File: src/rtl/ttf_pkg.sv
package ttf_pkg;

   // multiplier operand width: a 33-bit signed delta, or a 30-bit magnitude
   localparam int DW = 33;
   // accumulator width: holds the difference of two 66-bit products
   localparam int AW = 67;
   // normalized magnitude width before the sum of squares
   localparam int NORM_BITS = 30;
   // Q1.14 output scale
   localparam int Q_SHIFT = 14;
   localparam int QW = 16;
   // root/divide unit widths
   localparam int RW = 34;
   localparam int ROOT_IN_W = 62;
   localparam int ROOT_W = 31;
   localparam int NUM_W = 45;
   localparam int SQRT_STEPS = 31;
   localparam int DIV_STEPS = 16;

   typedef enum logic [1:0] {
      MAC_LOAD = 2'd0,
      MAC_ADD  = 2'd1,
      MAC_SUB  = 2'd2
   } mac_op_type;

   typedef struct packed {
      logic       valid;
      mac_op_type op;
   } mac_cmd_type;

   typedef struct packed {
      logic start;
      logic is_div;
   } rdu_cmd_type;

endpackage

File: src/rtl/ttf_mac.sv
module ttf_mac (
   input  logic                              clock,
   input  logic                              reset,
   input  ttf_pkg::mac_cmd_type              cmd,
   input  logic signed [ttf_pkg::DW-1:0]     op_a,
   input  logic signed [ttf_pkg::DW-1:0]     op_b,
   output logic signed [ttf_pkg::AW-1:0]     acc
);
   import ttf_pkg::*;

   logic signed [2*DW-1:0] prod_ff, prod_in;
   logic                   pv_ff, pv_in;
   mac_op_type             pop_ff, pop_in;
   logic signed [AW-1:0]   acc_ff, acc_in;
   logic signed [AW-1:0]   prod_ext;

   // product stage
   always_comb begin
      prod_in = op_a * op_b;
      pv_in   = cmd.valid;
      pop_in  = cmd.op;
   end

   // accumulate stage
   always_comb begin
      prod_ext = AW'(prod_ff);
      acc_in   = acc_ff;
      if (pv_ff) begin
         case (pop_ff)
            MAC_LOAD: acc_in = prod_ext;
            MAC_ADD:  acc_in = acc_ff + prod_ext;
            MAC_SUB:  acc_in = acc_ff - prod_ext;
            default:  acc_in = acc_ff;
         endcase
      end
   end

   always_ff @(posedge clock) begin
      if (reset) begin
         pv_ff <= 1'b0;
      end else begin
         pv_ff <= pv_in;
      end
   end

   always_ff @(posedge clock) begin
      prod_ff <= prod_in;
      pop_ff  <= pop_in;
      acc_ff  <= acc_in;
   end

   assign acc = acc_ff;

endmodule

File: config.mk
export PLATFORM = sky130hd
export DESIGN_NAME = ttf_mac
export DESIGN_NICKNAME = d
export VERILOG_FILES = /design/src/rtl/ttf_pkg.sv /design/src/rtl/ttf_mac.sv
export SDC_FILE = /design/constraint.sdc
export NUM_CORES = 2
export LEC_CHECK = 0
export BUFFER_PORTS_ARGS = -buffer_cell sky130_fd_sc_hd__buf_2
export CAP_MARGIN = 20
export CORE_ASPECT_RATIO = 0.7
export CORE_UTILIZATION = 55
export DETAILED_ROUTE_END_ITERATION = 12
export PLACE_DENSITY = 0.87
export REMOVE_ABC_BUFFERS = 1
export SLEW_MARGIN = 20
export SYNTH_ARGS = -nofsm -noshare
export SYNTH_HDL_FRONTEND = slang
export SYNTH_SLANG_ARGS = --single-unit
File: constraint.sdc
create_clock -name clock -period 7.92 [get_ports clock]
set_clock_uncertainty 0.05 [all_clocks]
set_input_delay 0 -clock clock [delete_from_list [all_inputs] [get_ports clock]]
set_output_delay 0 -clock clock [all_outputs]
set_load 0.01 [all_outputs]
==> impl_metrics.py <==
metrics = {
    "critical_path": {
        "r2r-end": "acc[62]",
        "r2r.worst_path.cells": 17,
        "cp-start-kind": "input pin",
        "reg2reg_from": "prod_ff[7]",
        "critPathRequiredTime_ns": 8.19,
        "critPathMaxFanout": 25,
        "critPathKind": "in2reg",
        "end_kind": "register",
        "critPathLaunch": "op_b[9]",
        "crit_end": "prod_ff[63]",
        "arrival_ns": 7.92,
        "r2r_slack_ns": 2.01,
    },
    "cells_and_area": {
        "diodes": 0,
        "fin_area_um2": 51300,
        "drive_above_1_share_pct": 6.39,
        "layout_commonest_cell": "inv_1",
        "n_fill_cell": 7030,
        "area_growth_pct": 6.02,
        "final_cell_mix": "inv_1, fa_1, nand2_1",
        "fin_nets": 6892,
    },
    "floorplan": {
        "rows": 90,
        "die_h_um": 250,
        "ioPinCount": 138,
        "core_um2": 86600,
        "dieArea_um2": 89200,
        "die_x_um": 357,
        "start_util_pct": 55.9,
    },
    "cts": {
        "cts_tree": "built",
        "htreeDepth": 4,
        "clk_latency_ns": 0.44,
        "clock_path_buffers": 2,
        "cts_root_buf": "clkbuf_16",
        "path_clk_slew_ns": 0.07,
        "cts_setup_buffers": 0,
        "cts.sinks": 136,
        "cts_made_buffers": 17,
    },
    "yosys": {
        "syn-cell-area_um2": 48400,
        "yosys.area.top_type": "fa_1",
        "ys_ff_latch": 136,
        "synth_edf_count": 67,
        "async_flop_share_pct": 0,
        "ys_seq_area_share_pct": 7.01,
        "synth_ff_type": "dfxtp_1",
        "avgSynthCellArea_um2": 9.05,
        "netlist_instances": 5349,
        "ys_warn_count": 0,
        "synth_area_leaders": "fa_1, inv_1, ha_1",
        "ys_types": 83,
        "synth_top_area_share_pct": 47.4,
    },
    "global_route": {
        "grt_max_degree": 68,
        "track_usage_pct": 31.4,
        "grt_pass1_vias": 40300,
        "grt_pass1_wl_mm": 218,
        "overflow": 0,
        "antenna_found_initial": 3,
    },
    "placed_design": {
        "pre_cts_ws_ns": 0.0156,
        "io_buffers": 137,
        "place.gp.congestion": 0.977,
        "dp_hpwl_mm": 117,
        "place_area_um2": 50700,
    },
    "sta": {
        "maxSlewHeadroom_pct": 35.6,
        "fin_setup_tns_ns": 0,
        "timing.final.crit_share_pct": 96.6,
        "fin_ws_ns": 0.269,
        "finalSetupViolations": 0,
        "min_period_ns": 7.65,
        "rsz0062_at_grt": "no",
        "hold_violations": 0,
        "worst_slew_pin_slew_ns": 0.965,
        "timing.fmax_ghz": 0.131,
        "slew_viol_final": 0,
        "holdWs_ns": 0.166,
    },
    "routing": {
        "firstDrtPassIters": 6,
        "drtIter0Drc": 3941,
        "post_drt_wl_per_cell_um": 20.7,
        "final_antenna_net_count": 0,
        "vias": 37300,
        "drt_wl_total_mm": 136,
        "route.detailed.drc": 0,
        "viasPerCell": 5.70,
    },
    "job": {
        "max-cap-violations": 0,
    },
    "run_status": {
        "status": "complete, no violations",
    },
    "worst_hold_path": {
        "min_path_type": "in2reg",
        "hold-path-cell-count": 2,
    },
}
synth_stat cells, types with 13 or more instances:
| library cell | n |
|---|---|
| and3_1 | 15 |
| inv_1 | 1174 |
| nor4_1 | 13 |
| o21ai_1 | 27 |
| clkbuf_1 | 256 |
| nor3_1 | 34 |
| a21oi_1 | 180 |
| nand4_1 | 34 |
| and2_1 | 536 |
| dfxtp_1 | 69 |
| nand3_1 | 23 |
| a31oi_1 | 19 |
| nor2b_1 | 13 |
| nand2_1 | 705 |
| o21a_1 | 16 |
| nand2b_1 | 24 |
| xnor2_1 | 128 |
| o21bai_1 | 25 |
| o21ai_0 | 116 |
| a21o_1 | 84 |
| fa_1 | 1146 |
| ha_1 | 286 |
| nor2_1 | 139 |
| xor2_1 | 64 |
| edfxtp_1 | 67 |
repair_timing:
action                                 CTS  global route
setup endpoints to repair                0             1
hold buffers                             4             0
endpoints found under the hold margin    3             0
resized for setup                        0             3
registers in the layout, summed over array words and instances, names as in the netlist:
signal	count
pv_ff	1
prod_ff	66
acc	67
pop_ff	2
critical path: stages:
cell and delay (ns):
buf_2 0.50, buf_4 0.29, nand2_1 0.10, fa_1 0.57, inv_1 0.06, fa_1 0.46, fa_1 0.49, inv_1 0.05
fa_1 0.48, fa_1 0.54, inv_1 0.05, ha_1 0.28, fa_1 0.48, inv_1 0.05, fa_1 0.49, inv_1 0.04
ha_1 0.38, a21oi_1 0.18, o21ai_1 0.17, a2111oi_4 0.56, nor3_1 0.13, or4_1 0.55, a41o_1 0.32, a221oi_2 0.26
or2_1 0.16, o21ai_1 0.07, xor2_1 0.15
stage by stage:
step | std cells | util [%]
after global routing | 6552 | 59.3
after detailed placement | 6516 | 58.5
after floorplan | 5082 | -
final | 6552 | 59.3
after global placement | 6516 | 58.5
after CTS | 6552 | 59.2
logic make-up (layout without fill, tap and decap cells):
| kind of cell | Yosys count | in the layout | synth area share (%) |
|---|---|---|---|
| flops | 136 | 136 | 7.01 |
| fa+ha+maj | 1432 | 1432 | 54.8 |
| buf+inv | 1443 | 1496 | 11.2 |
| compound gates | 562 | 562 | 7.26 |
| simple gates | 1576 | 1576 | 16.1 |
| mux | 8 | 8 | 0.171 |
| xor+xnor | 192 | 192 | 3.47 |
how the worst min path moves through the flow:
stage,startpoint,endpoint,slack [ns]
2_1_floorplan,cmd[0],pop_ff[0],-0.02
4_1_cts,cmd[1],pop_ff[1],0.14
5_1_grt,cmd[1],pop_ff[1],0.18
6_report,cmd[0],pop_ff[0],0.17
3_3_place_gp,cmd[0],pop_ff[0],0.06
3_5_place_dp,cmd[1],pop_ff[1],0.06
layer usage:
| metal | track usage [%] | routed length (µm) | vias up |
|---|---|---|---|
| met3 | 11.3 | 20000 | 260 |
| met5 | 0 | 94 | - |
| met2 | 46.5 | 57800 | 2308 |
| li1 | - | - | 16100 |
| met1 | 44.0 | 54600 | 18700 |
| met4 | 6.94 | 3190 | 8 |
layout make-up:
class	instances	area, µm²	share of cell area (%)
clock buffer	23	512	0.997
clock inverter	9	72.6	0.141
inverter	1176	4410	8.60
multi-input combinational	3770	39600	77.2
sequential	136	3390	6.61
tap	1150	1440	2.80
timing repair buffer	288	1870	3.65
Power is left out: the tool's default activity adds up to more than one toggle a clock period on the data nets, which glitch-free logic cannot reach.
