--- config.mk ---
export PLATFORM = sky130hd
export DESIGN_NAME = ttf_rdu
export DESIGN_NICKNAME = d
export VERILOG_FILES = /design/src/rtl/ttf_pkg.sv /design/src/rtl/ttf_rdu.sv
export SDC_FILE = /design/constraint.sdc
export NUM_CORES = 1
export LEC_CHECK = 0
export BUFFER_PORTS_ARGS = -buffer_cell sky130_fd_sc_hd__buf_4
export CORE_AREA = 5 5 164 166
export DETAILED_ROUTE_END_ITERATION = 12
export DIE_AREA = 0 0 169 171
export HOLD_SLACK_MARGIN = 0.02
export SYNTH_ARGS = -nofsm -noshare
export SYNTH_HDL_FRONTEND = slang
export SYNTH_SLANG_ARGS = --single-unit
--- constraint.sdc ---
create_clock -name clock -period 9.7 [get_ports clock]
set_clock_uncertainty 0.05 [all_clocks]
set_input_delay 0.485 -clock clock [delete_from_list [all_inputs] [get_ports clock]]
set_output_delay 0.485 -clock clock [all_outputs]
set_load 0.005 [all_outputs]
--- src/rtl/ttf_pkg.sv ---
package ttf_pkg;

   // multiplier operand width: a 33-bit signed delta, or a 30-bit magnitude
   localparam int DW = 33;
   // accumulator width: holds the difference of two 66-bit products
   localparam int AW = 67;
   // normalized magnitude width before the sum of squares
   localparam int NORM_BITS = 30;
   // Q1.14 output scale
   localparam int Q_SHIFT = 14;
   localparam int QW = 16;
   // root/divide unit widths
   localparam int RW = 34;
   localparam int ROOT_IN_W = 62;
   localparam int ROOT_W = 31;
   localparam int NUM_W = 45;
   localparam int SQRT_STEPS = 31;
   localparam int DIV_STEPS = 16;

   typedef enum logic [1:0] {
      MAC_LOAD = 2'd0,
      MAC_ADD  = 2'd1,
      MAC_SUB  = 2'd2
   } mac_op_type;

   typedef struct packed {
      logic       valid;
      mac_op_type op;
   } mac_cmd_type;

   typedef struct packed {
      logic start;
      logic is_div;
   } rdu_cmd_type;

endpackage

--- src/rtl/ttf_rdu.sv ---
module ttf_rdu (
   input  logic                              clock,
   input  logic                              reset,
   input  ttf_pkg::rdu_cmd_type              cmd,
   input  logic [ttf_pkg::ROOT_IN_W-1:0]     num,
   input  logic [ttf_pkg::ROOT_W-1:0]        den,
   output logic                              done,
   output logic [ttf_pkg::ROOT_W-1:0]        result
);
   import ttf_pkg::*;

   logic                 busy_ff, busy_in;
   logic                 done_ff, done_in;
   logic                 div_ff, div_in;
   logic [4:0]           cnt_ff, cnt_in;
   logic [ROOT_IN_W-1:0] x_ff, x_in;
   logic [RW-1:0]        rem_ff, rem_in;
   logic [ROOT_W-1:0]    root_ff, root_in;
   logic [ROOT_W-1:0]    den_ff, den_in;
   logic [RW-1:0]        rem_sh, trial;
   logic [RW:0]          diff;
   logic                 ge;

   // one restoring step: sqrt takes two bits per step, divide one
   always_comb begin
      rem_sh = div_ff ? {rem_ff[RW-2:0], x_ff[ROOT_IN_W-1]}
                      : {rem_ff[RW-3:0], x_ff[ROOT_IN_W-1 -: 2]};
      trial  = div_ff ? RW'(den_ff) : RW'({root_ff, 2'b01});
      diff   = {1'b0, rem_sh} - {1'b0, trial};
      ge     = ~diff[RW];
   end

   always_comb begin
      busy_in = busy_ff;
      done_in = 1'b0;
      div_in  = div_ff;
      cnt_in  = cnt_ff;
      x_in    = x_ff;
      rem_in  = rem_ff;
      root_in = root_ff;
      den_in  = den_ff;
      if (cmd.start) begin
         busy_in = 1'b1;
         div_in  = cmd.is_div;
         den_in  = den;
         root_in = '0;
         if (cmd.is_div) begin
            x_in   = {num[DIV_STEPS-1:0], (ROOT_IN_W-DIV_STEPS)'(0)};
            rem_in = RW'(num[NUM_W-1:DIV_STEPS]);
            cnt_in = 5'(DIV_STEPS - 1);
         end else begin
            x_in   = num;
            rem_in = '0;
            cnt_in = 5'(SQRT_STEPS - 1);
         end
      end else if (busy_ff) begin
         rem_in  = ge ? diff[RW-1:0] : rem_sh;
         root_in = {root_ff[ROOT_W-2:0], ge};
         x_in    = div_ff ? (x_ff << 1) : (x_ff << 2);
         cnt_in  = cnt_ff - 5'd1;
         if (cnt_ff == 5'd0) begin
            busy_in = 1'b0;
            done_in = 1'b1;
         end
      end
   end

   always_ff @(posedge clock) begin
      if (reset) begin
         busy_ff <= 1'b0;
         done_ff <= 1'b0;
      end else begin
         busy_ff <= busy_in;
         done_ff <= done_in;
      end
   end

   always_ff @(posedge clock) begin
      div_ff  <= div_in;
      cnt_ff  <= cnt_in;
      x_ff    <= x_in;
      rem_ff  <= rem_in;
      root_ff <= root_in;
      den_ff  <= den_in;
   end

   assign done   = done_ff;
   assign result = root_ff;

endmodule

==> metrics.md, run 1 <==
| Metric | Value |
|---|---|
| Synth-to-layout area growth | `17.9%` |
| Commonest non-fill, non-tap cells in the layout | `edfxtp_1 (132), buf_4 (132), mux2i_1 (124), nand2_1 (122), a21oi_1 (78)` |
| Starting density of the core | `0.390` |
| Num CTS Buffers | `17` |
| Die Area | `28900 sq um` |
| Net count after synthesis | `1094` |
| Relative slew slack | `0.275` |
| Power Dens Cells | `261 nW/um^2` |
| GRT Total Usage | `0.172` |
| Synthesized cell area | `9940 sq um` |
| Largest family of logic cells by synthesized area | `multiplexers` |
| Crit path required time | `9930 ps` |
| Synth Register Bits | `165` |
| Max Cap Viol | `0` |
| RSZ-0062 raised after global routing | `no` |
| Post-CTS Resized | `0` |
| Cell count of the worst reg-to-reg path | `13` |
| Fin. max-slew vios | `0` |
| Pre-CTS setup slack | `5110 ps` |
| Final WL | `24900 microns` |
| Post-route DRC | `0` |
| CTS tree | `done` |
| Hold_buf cts | `0` |
| Prevailing post-synth register cell | `edfxtp_1` |
| Post-Synth XOR/XNOR Area | `0.0238` |
| Worst slew pin tran | `1080 ps` |
| Post-CTS setup buffer count | `0` |
| Critical Path End Type | `flip-flop` |
| Fin nets | `1186` |
| Outcome | `finished clean` |
| Fin worst setup slack | `5100 ps` |
| Syn_area_per_cell | `10.3 sq um` |
| Max stage delay on crit path | `780 ps` |
| Synth Area in Simple Gates | `0.116` |
| # setup viols final | `0` |
| Mapped Cells | `961` |
| Crit path cell chain | `buf_4 > mux2i_1 > ha_1 > fa_1 > nor2b_4 > o31a_4 > o31ai_2 > o311ai_2 > a21oi_2 > o21ai_2 > nand2_2 > or4_1 > o211ai_2` |
| FF-to-FF setup slack | `5100 ps` |
| Adder-cell share of the synthesized area | `0.0461` |
| Yosys warns | `0` |
| Diode count | `0` |
| Hold wc startpoint | `reset` |
| Worst setup startpoint | `div_ff` |
| Row count | `59` |
| Vias in the first global route | `7453` |
| Critical path class | `reg2reg` |
| Routed wire per std cell | `17.8 microns` |
| Crit path capture | `rem_ff[3]` |
| Worst-path maximum fanout | `76` |
| Clock sinks | `165` |
| Count of final hold-check violations | `0` |
| Fraction of layout cells with a size suffix above 1 | `0.197` |
| IO Pins | `129` |
| Peak VDD IR | `0.152 mV` |
| Clock transition at the registers of the reported paths | `70 ps` |
| Via count of the routed design | `7570` |
| Die height | `171 microns` |
| Sequential share of the synthesized area | `0.465` |
| Fraction of registers with async set/reset | `0` |
| Antenna-violating nets left | `0` |
| Initial antenna violation count | `0` |
| Hpwl dp | `17400 microns` |
| First-pass DRT Iterations | `4` |
| First-pass GRT wire length | `40000 microns` |
| Worst-skew pair later-pin latency | `430 ps` |
| RePlAce Congestion | `0.835` |
| Netlist cell types | `62` |
| Number of flops mapped to enable cells by yosys | `132` |
| Largest net degree at the start of global routing | `113` |
| Synth Area in Compound Gates | `0.159` |
| CP startpoint kind | `flip-flop` |
| Chip width | `169 microns` |
| Max Fclk | `217 MHz` |
| Setup TNS | `0 ps` |
| Total power | `3.06 mW` |
| Crit path DAT | `4840 ps` |
| Clk root buf | `clkbuf_16` |
| CP max-delay cell | `buf_4` |
| HP Class | `in2reg` |
| Origin of the critical flop-to-flop path | `div_ff` |
| Clk buf depth | `2` |
| Core ar. | `25500 sq um` |
| Initial DRC Count | `548` |
| Crit share post-route | `0.475` |
| Port-buffer cells | `128` |
| H-tree depth | `4` |
| Leak pwr | `4.73 nW` |
| Hold WS | `154 ps` |
| Routed vias/inst | `5.40` |
| Post-synthesis mux area share | `0.160` |
| Reg2Reg Capture Point | `rem_ff[3]` |
| Min Tclk post-route | `4600 ps` |
| Total congestion overflow | `0` |
[through the flow]
stage | instance area [sq um] | utilization | instances
final | 11700 | 0.460 | 1401
after global routing | 11700 | 0.460 | 1401
after global placement | 11100 | 0.437 | 1369
after floorplan | 9940 | - | 961
after CTS | 11700 | 0.460 | 1401
after detailed placement | 11100 | 0.437 | 1369
[cells in the mapped netlist, types with 6 or more instances]
cell type	number	area share
a211oi_1	24	0.018
a21o_1	15	0.011
a21oi_1	78	0.039
a22oi_1	18	0.014
buf_1	10	0.0038
buf_2	6	0.0030
clkbuf_1	39	0.015
dfxtp_1	33	0.066
edfxtp_1	132	0.40
ha_1	35	0.044
inv_1	10	0.0038
mux2_2	31	0.035
mux2i_1	124	0.12
nand2_1	122	0.046
nand2b_1	10	0.0063
nand3_1	7	0.0035
nand4_1	8	0.0050
nor2_1	60	0.023
nor2b_1	20	0.013
nor3_1	6	0.0030
o211ai_1	6	0.0045
o21a_1	6	0.0045
o21ai_0	67	0.034
o21bai_1	6	0.0045
xnor2_1	20	0.018
xor2_1	7	0.0062
[report_power, final]
group          leakage (nW)  internal (mW)  switching, mW
registers              1.61          0.914         0.0535
logic                  2.83          0.568          0.813
clock network         0.295          0.421          0.291
[cell type report]
type / instances / area (sq um)
fill: 2432 / 13800
multi-input combinational: 726 / 5030
sequential: 165 / 4630
timing repair buffer: 133 / 1000
clock buffer: 23 / 469
tap: 335 / 419
clock inverter: 9 / 129
inverter: 10 / 37.5
[routing by layer]
metal,share of wire,track usage
met5,0,0
met4,0.0086,0.0354
met3,0.049,0.0374
met2,0.48,0.283
met1,0.46,0.235
[cells by family (layout without fill, tap and decap cells)]
kind of cell,count (synthesis),count (layout)
AND/OR/NAND/NOR,257,257
XOR/XNOR,27,27
adder cells (fa/ha/maj),36,36
buffers and inverters,70,175
AO/OA/AOI/OAI,251,251
flip-flops,165,165
multiplexers,155,155
[how the worst min path moves through the flow]
stage	endpoint	cells after the start
2_1_floorplan	result[30]	2
3_3_place_gp	result[30]	2
3_5_place_dp	result[30]	2
4_1_cts	busy_ff	2
5_1_grt	busy_ff	2
6_report	busy_ff	2
[sequential cells by signal, indices dropped and copies added (netlist names)]
register,count
rem_ff,33
busy_ff,1
den_ff,31
x_ff,62
cnt_ff,5
div_ff,1
result,31
done,1
[critical path: cells and delay by family (launching register included)]
kind            cells  cell delay, ps
compound gates      6            1030
buf+inv             1             780
flops               1             340
fa+ha+maj           2             730
mux                 1             230
simple gates        3            1260
No activity file was read; power rests on OpenSTA's default activity.
==> run 2, diff against run 1 <==
- clock period: 9.7 -> 4.6 ns (I/O delays scaled with it)
==> run 2 against run 1 <==
Total power increased by 110%. Fmax increased by 12%. Die area unchanged. Critical path depth decreased by 1. Critical path type unchanged. Largest cell class unchanged. Highest routed layer unchanged.
==> metrics.md, run 2 (synthesis gave the netlist of run 1 again) <==
| Metric | Value |
|---|---|
| Outcome | `finished clean` |
| Chip width | `169 microns (unchanged)` |
| Crit path cell chain | `buf_12 > mux2_2 > ha_1 > a21oi_1 > o21bai_1 > a21oi_1 > a21oi_1 > a21oi_2 > o21ai_2 > nand2_2 > or4_1 > o211ai_2` |
| Critical Path End Type | `flip-flop` |
| First-pass GRT wire length | `40800 microns (+2.1%)` |
| Power Dens Cells | `529 nW/um^2 (+100%)` |
| Clk root buf | `clkbuf_16` |
| Hold WS | `35.6 ps (-118 ps)` |
| Worst path bufs/invs | `1 (unchanged)` |
| FF-to-FF setup slack | `500 ps (-4600 ps)` |
| Antenna-violating nets left | `0 (unchanged)` |
| Stages on worst setup path | `12 (-1)` |
| Row count | `59 (unchanged)` |
| Post-CTS Resized | `0 (unchanged)` |
| Routed vias/inst | `5.40 (about the same)` |
| Largest net degree at the start of global routing | `78 (-31%)` |
| RePlAce Congestion | `0.868 (+4.0%)` |
| Max stage delay on crit path | `660 ps (-120 ps)` |
| Die Area | `28900 sq um (unchanged)` |
| Min Tclk post-route | `4100 ps (-504 ps)` |
| Crit path DAT | `4330 ps (-510 ps)` |
| Fin nets | `1229 (+3.6%)` |
| Fin worst setup slack | `500 ps (-4600 ps)` |
| Worst slew pin tran | `1040 ps (-44.6 ps)` |
| Initial antenna violation count | `0 (unchanged)` |
| Delay-heaviest family, CP | `compound AO/OA/AOI/OAI gates` |
| Peak VDD IR | `0.285 mV (+87%)` |
| HP Class | `in2reg` |
| Relative slew slack | `0.305 (+0.0298)` |
| Max Fclk | `244 MHz (+12%)` |
| Vias in the first global route | `7768 (+4.2%)` |
| Synth-to-layout area growth | `22.4%` |
| Count of final hold-check violations | `0 (unchanged)` |
| # setup viols final | `0 (unchanged)` |
| Crit path required time | `4830 ps (-5100 ps)` |
| Commonest non-fill, non-tap cells in the layout | `edfxtp_1 (132), buf_4 (132), mux2i_1 (124), nand2_1 (122), a21oi_1 (78)` |
| Max Cap Viol | `0 (unchanged)` |
| Max FFs per register | `62 (unchanged)` |
| IO Pins | `129 (unchanged)` |
| Fraction of layout cells with a size suffix above 1 | `0.196 (-0.00133)` |
| CP max-delay cell | `or4_1` |
| Routed wire per std cell | `17.7 microns (about the same)` |
| Biggest register | `x_ff` |
| Regs by FF count | `x_ff (62), rem_ff (33)` |
| Diode count | `0 (unchanged)` |
| Fin. max-slew vios | `0 (unchanged)` |
| Reg2Reg Capture Point | `rem_ff[3]` |
| Core ar. | `25500 sq um (unchanged)` |
| Worst-path maximum fanout | `72 (-5.3%)` |
| Num CTS Buffers | `17 (unchanged)` |
| Initial DRC Count | `564 (+2.9%)` |
| GRT Total Usage | `0.176 (+0.00380)` |
| Leak pwr | `4.92 nW (+3.8%)` |
| CP startpoint kind | `flip-flop` |
| Total congestion overflow | `0 (unchanged)` |
| Clock sinks | `165 (unchanged)` |
| Via count of the routed design | `7797 (+3.0%)` |
| Port-buffer cells | `128 (unchanged)` |
| Final WL | `25600 microns (+3.0%)` |
| Origin of the critical flop-to-flop path | `div_ff` |
| WHS Path Cells | `2 (unchanged)` |
| Critical path class | `reg2reg` |
| Post-route DRC | `0 (unchanged)` |
| Cell count of the worst reg-to-reg path | `12 (-1)` |
| Hpwl dp | `17700 microns (+1.9%)` |
| First-pass DRT Iterations | `5 (+1)` |
| Clock transition at the registers of the reported paths | `70 ps (about the same)` |
| RSZ-0062 raised after global routing | `no` |
| Setup TNS | `0 ps (unchanged)` |
| H-tree depth | `4 (unchanged)` |
| Starting density of the core | `0.390 (unchanged)` |
| CTS tree | `done` |
| Pre-CTS setup slack | `562 ps (-4540 ps)` |
| Crit share post-route | `0.891 (+0.417)` |
| Fillers | `2396 (-1.5%)` |
| Hold Path End | `rem_ff[24]` |
| Hold wc startpoint | `num[40]` |
| Crit path top cell by count | `a21oi_1` |
| Clk buf depth | `2 (unchanged)` |
| Die height | `171 microns (unchanged)` |
| Worst-skew pair later-pin latency | `430 ps (about the same)` |
## run 2: cell types whose count changed in the layout (fill, tap and decap cells not counted), sizes merged
cell	previous run	this run
buf	133	136
bufinv	3	1
clkbuf	23	20
clkinv	5	3
clkinvlp	0	3
dlygate4sd3	0	40
inv	11	15
## run 2: per-layer routing
metal  vias up  share of wire  track usage
met5         -              0            0
li1       3839              -            -
met1      3782           0.46        0.238
met2       161           0.49        0.293
met4         0          0.010       0.0392
met3        15          0.039       0.0351
## run 2: layout make-up
class	count	area [sq um]	share of cell area
multi-input combinational	726	5030	0.414
sequential	165	4630	0.380
timing repair buffer	176	1460	0.120
clock buffer	20	468	0.0385
tap	335	419	0.0345
clock inverter	12	115	0.00946
inverter	10	37.5	0.00309
## run 2: power breakdown
group | internal, mW | switching, mW
Combinational | 1.23 | 1.72
Clock | 0.801 | 0.640
Sequential | 1.93 | 0.115
Total | 3.96 | 2.48
## run 2: worst max path at each step
| stage | from | to | slack (ps) |
|---|---|---|---|
| detailed placement | div_ff | rem_ff[3] | 560 |
| finish | div_ff | rem_ff[3] | 500 |
| floorplan | div_ff | rem_ff[9] | 710 |
| global placement | div_ff | rem_ff[3] | 640 |
| global route | div_ff | rem_ff[3] | 290 |
| CTS | div_ff | rem_ff[3] | 550 |
## run 2: stage by stage
stage               power, mW  std cells  area [sq um]  utilization
floorplan                4.34        961          9940            -
global route             6.88       1444         12200        0.478
finish                   6.44       1444         12200        0.478
CTS                      6.47       1444         12200        0.478
global placement         4.98       1372         11200        0.439
detailed placement       4.99       1372         11200        0.439
## run 2: timing repair
action | in CTS | in global routing
setup endpoints to repair | 0 | 0
hold buffers | 40 | 0
hold endpoints to repair | 41 | 0
setup buffers | 0 | 0
==> run 3, diff against run 2 <==
- CELL_PAD_IN_SITES_DETAIL_PLACEMENT: unset -> 1
- CELL_PAD_IN_SITES_GLOBAL_PLACEMENT: unset -> 1
- PLACE_DENSITY_LB_ADDON: unset -> 0.1
==> run 3 against run 2 <==
Final cell count is 0.14% lower. Core utilization is 0.079 points lower. Critical path type unchanged. Critical endpoint is now rem_ff[8]. Wire length up 7.7%. Sequential share of layout area rose by 0.063 points. Clock power up 3%. Clock-buffer cell count is 2 lower. Worst hold slack got worse by 12 ps. Total power rose by 2.5%. Sequential power hardly changed.
==> metrics.md, run 3 (synthesis gave the netlist of run 1 again) <==
| Metric | Value |
|---|---|
| Total congestion overflow | `0 (unchanged)` |
| Relative slew slack | `0.268 (-0.0368)` |
| Clk root buf | `clkbuf_16` |
| Worst-skew pair later-pin latency | `440 ps (about the same)` |
| Post-route DRC | `0 (unchanged)` |
| Crit share post-route | `0.918 (+0.0271)` |
| Post-CTS setup buffer count | `0 (unchanged)` |
| Fillers | `2846 (+19%)` |
| Worst slew pin tran | `1100 ps (+55.1 ps)` |
| Regs by FF count | `x_ff (62), rem_ff (33)` |
| Fin. max-slew vios | `0 (unchanged)` |
| Antenna-violating nets left | `0 (unchanged)` |
| Crit path required time | `4810 ps (-20 ps)` |
| Critical Path End Type | `flip-flop` |
| CTS tree | `done` |
| Initial DRC Count | `422 (-25%)` |
| Routed wire per std cell | `19.1 microns (+7.9%)` |
| Delay-heaviest family, CP | `compound AO/OA/AOI/OAI gates` |
| Routed vias/inst | `5.44 (+0.83%)` |
| Power Dens Cells | `543 nW/um^2 (+2.6%)` |
| Count of final hold-check violations | `0 (unchanged)` |
| Commonest non-fill, non-tap cells in the layout | `buf_4 (135), edfxtp_1 (132), mux2i_1 (124), nand2_1 (122), a21oi_1 (78)` |
| Max FFs per register | `62 (unchanged)` |
| Hold Path End | `x_ff[2]` |
| Hold wc startpoint | `num[2]` |
| RePlAce Congestion | `0.837 (-3.5%)` |
| CP max-delay cell | `edfxtp_1` |
| First-pass GRT wire length | `43800 microns (+7.2%)` |
| # setup viols final | `0 (unchanged)` |
| Clock sinks | `165 (unchanged)` |
| First-pass DRT Iterations | `5 (unchanged)` |
| Cell count of the worst reg-to-reg path | `13 (+1)` |
| Chip width | `169 microns (unchanged)` |
| Row count | `59 (unchanged)` |
| Final WL | `27600 microns (+7.7%)` |
| Die height | `171 microns (unchanged)` |
| Hold_buf cts | `35 (-13%)` |
| Post-CTS Resized | `0 (unchanged)` |
| Die Area | `28900 sq um (unchanged)` |
| Clk buf depth | `2 (unchanged)` |
| Origin of the critical flop-to-flop path | `div_ff` |
| Peak VDD IR | `0.486 mV (+70%)` |
| Fin util | `0.477 (-0.000786)` |
| Synth-to-layout area growth | `22.2%` |
| Max Cap Viol | `0 (unchanged)` |
| RSZ-0062 raised after global routing | `no` |
| Starting density of the core | `0.390 (unchanged)` |
| IO Pins | `129 (unchanged)` |
| Fin nets | `1227 (-0.16%)` |
| Hpwl dp | `19400 microns (+9.6%)` |
| Total power | `6.60 mW (+2.5%)` |
| Diode count | `0 (unchanged)` |
| Crit path top cell by count | `a21o_1` |
| Min Tclk post-route | `4220 ps (+125 ps)` |
| FF-to-FF setup slack | `380 ps (-120 ps)` |
| Fraction of layout cells with a size suffix above 1 | `0.198 (+0.00216)` |
| Crit path cell chain | `buf_12 > mux2_2 > ha_1 > a21o_1 > a21o_1 > a221oi_2 > o311ai_2 > a21oi_2 > o21ai_2 > nand2_2 > buf_4 > a21oi_1 > a22oi_1` |
| Reg2Reg Capture Point | `rem_ff[8]` |
| Commonest non-fill, non-tap cell in the layout | `buf_4` |
| Largest net degree at the start of global routing | `77 (-1.3%)` |
| GRT Total Usage | `0.189 (+0.0136)` |
| Worst-path maximum fanout | `54 (-25%)` |
| Clock transition at the registers of the reported paths | `80 ps (about the same)` |
| Max stage delay on crit path | `450 ps (-210 ps)` |
| Vias in the first global route | `8240 (+6.1%)` |
| CP startpoint kind | `flip-flop` |
| Port-buffer cells | `128 (unchanged)` |
| Max Fclk | `237 MHz (-2.9%)` |
| Outcome | `finished clean` |
| Biggest register | `x_ff` |
| HP Class | `in2reg` |
| WHS Path Cells | `3 (+1)` |
| Worst path bufs/invs | `2 (+1)` |
| Leak pwr | `4.92 nW (about the same)` |
| Via count of the routed design | `7851 (+0.69%)` |
| Crit path DAT | `4430 ps (+100 ps)` |
| Core ar. | `25500 sq um (unchanged)` |
| Initial antenna violation count | `0 (unchanged)` |
| H-tree depth | `4 (unchanged)` |
| Critical path class | `reg2reg` |
| Setup TNS | `0 ps (unchanged)` |
| Num CTS Buffers | `17 (unchanged)` |
run 3: cell count changes in the layout (fill, tap and decap cells not counted), sizes merged:
cell / delta
bufinv: +1
dlygate4sd3: -5
clkbuf: -2
inv: +3
buf: +3
clkinvlp: -2
run 3: worst reg2reg max path: stages, from the launching register on:
cell	delay [ps]
edfxtp_1	450
buf_12	340
mux2_2	480
ha_1	390
a21o_1	220
a21o_1	180
a221oi_2	320
o311ai_2	220
a21oi_2	220
o21ai_2	100
nand2_2	420
buf_4	320
a21oi_1	100
a22oi_1	230
run 3: final cells by class:
class | instances | area [sq um] | share of cell area
clock inverters | 14 | 161 | 0.0133
inverters | 10 | 37.5 | 0.00309
well taps | 335 | 419 | 0.0345
multi-input cells | 726 | 5030 | 0.415
clock buffers | 18 | 429 | 0.0353
repair buffers | 174 | 1440 | 0.118
flip-flops and latches | 165 | 4630 | 0.381
run 3: worst max-delay path by stage:
stage | start | to | slack [ps] | depth (start not counted)
global route | div_ff | rem_ff[6] | 200 | 13
floorplan | div_ff | rem_ff[9] | 710 | 16
CTS | div_ff | rem_ff[8] | 440 | 13
detailed placement | div_ff | rem_ff[10] | 480 | 13
global placement | div_ff | rem_ff[13] | 610 | 13
finish | div_ff | rem_ff[8] | 380 | 13
run 3: power by group:
part	switching (mW)	internal (mW)	leakage (nW)
clock	0.671	0.817	0.287
sequential	0.118	1.93	1.61
combinational	1.81	1.25	3.02
total	2.60	3.99	4.92
run 3: per-stage QoR:
stage	instances	hold slack, ps	setup WS [ps]	cell area (sq um)
2_1_floorplan	961	252	706	9940
3_3_place_gp	1375	344	610	11200
3_5_place_dp	1375	346	485	11200
4_1_cts	1442	21.4	437	12100
5_1_grt	1442	21.6	195	12100
6_report	1442	23.9	376	12100
run 3: layer usage:
metal,track usage,part of all wire,wire (microns)
met1,0.237,0.44,12200
met2,0.347,0.52,14400
met3,0.0330,0.029,811
met4,0.0336,0.0082,226
met5,0,0,0
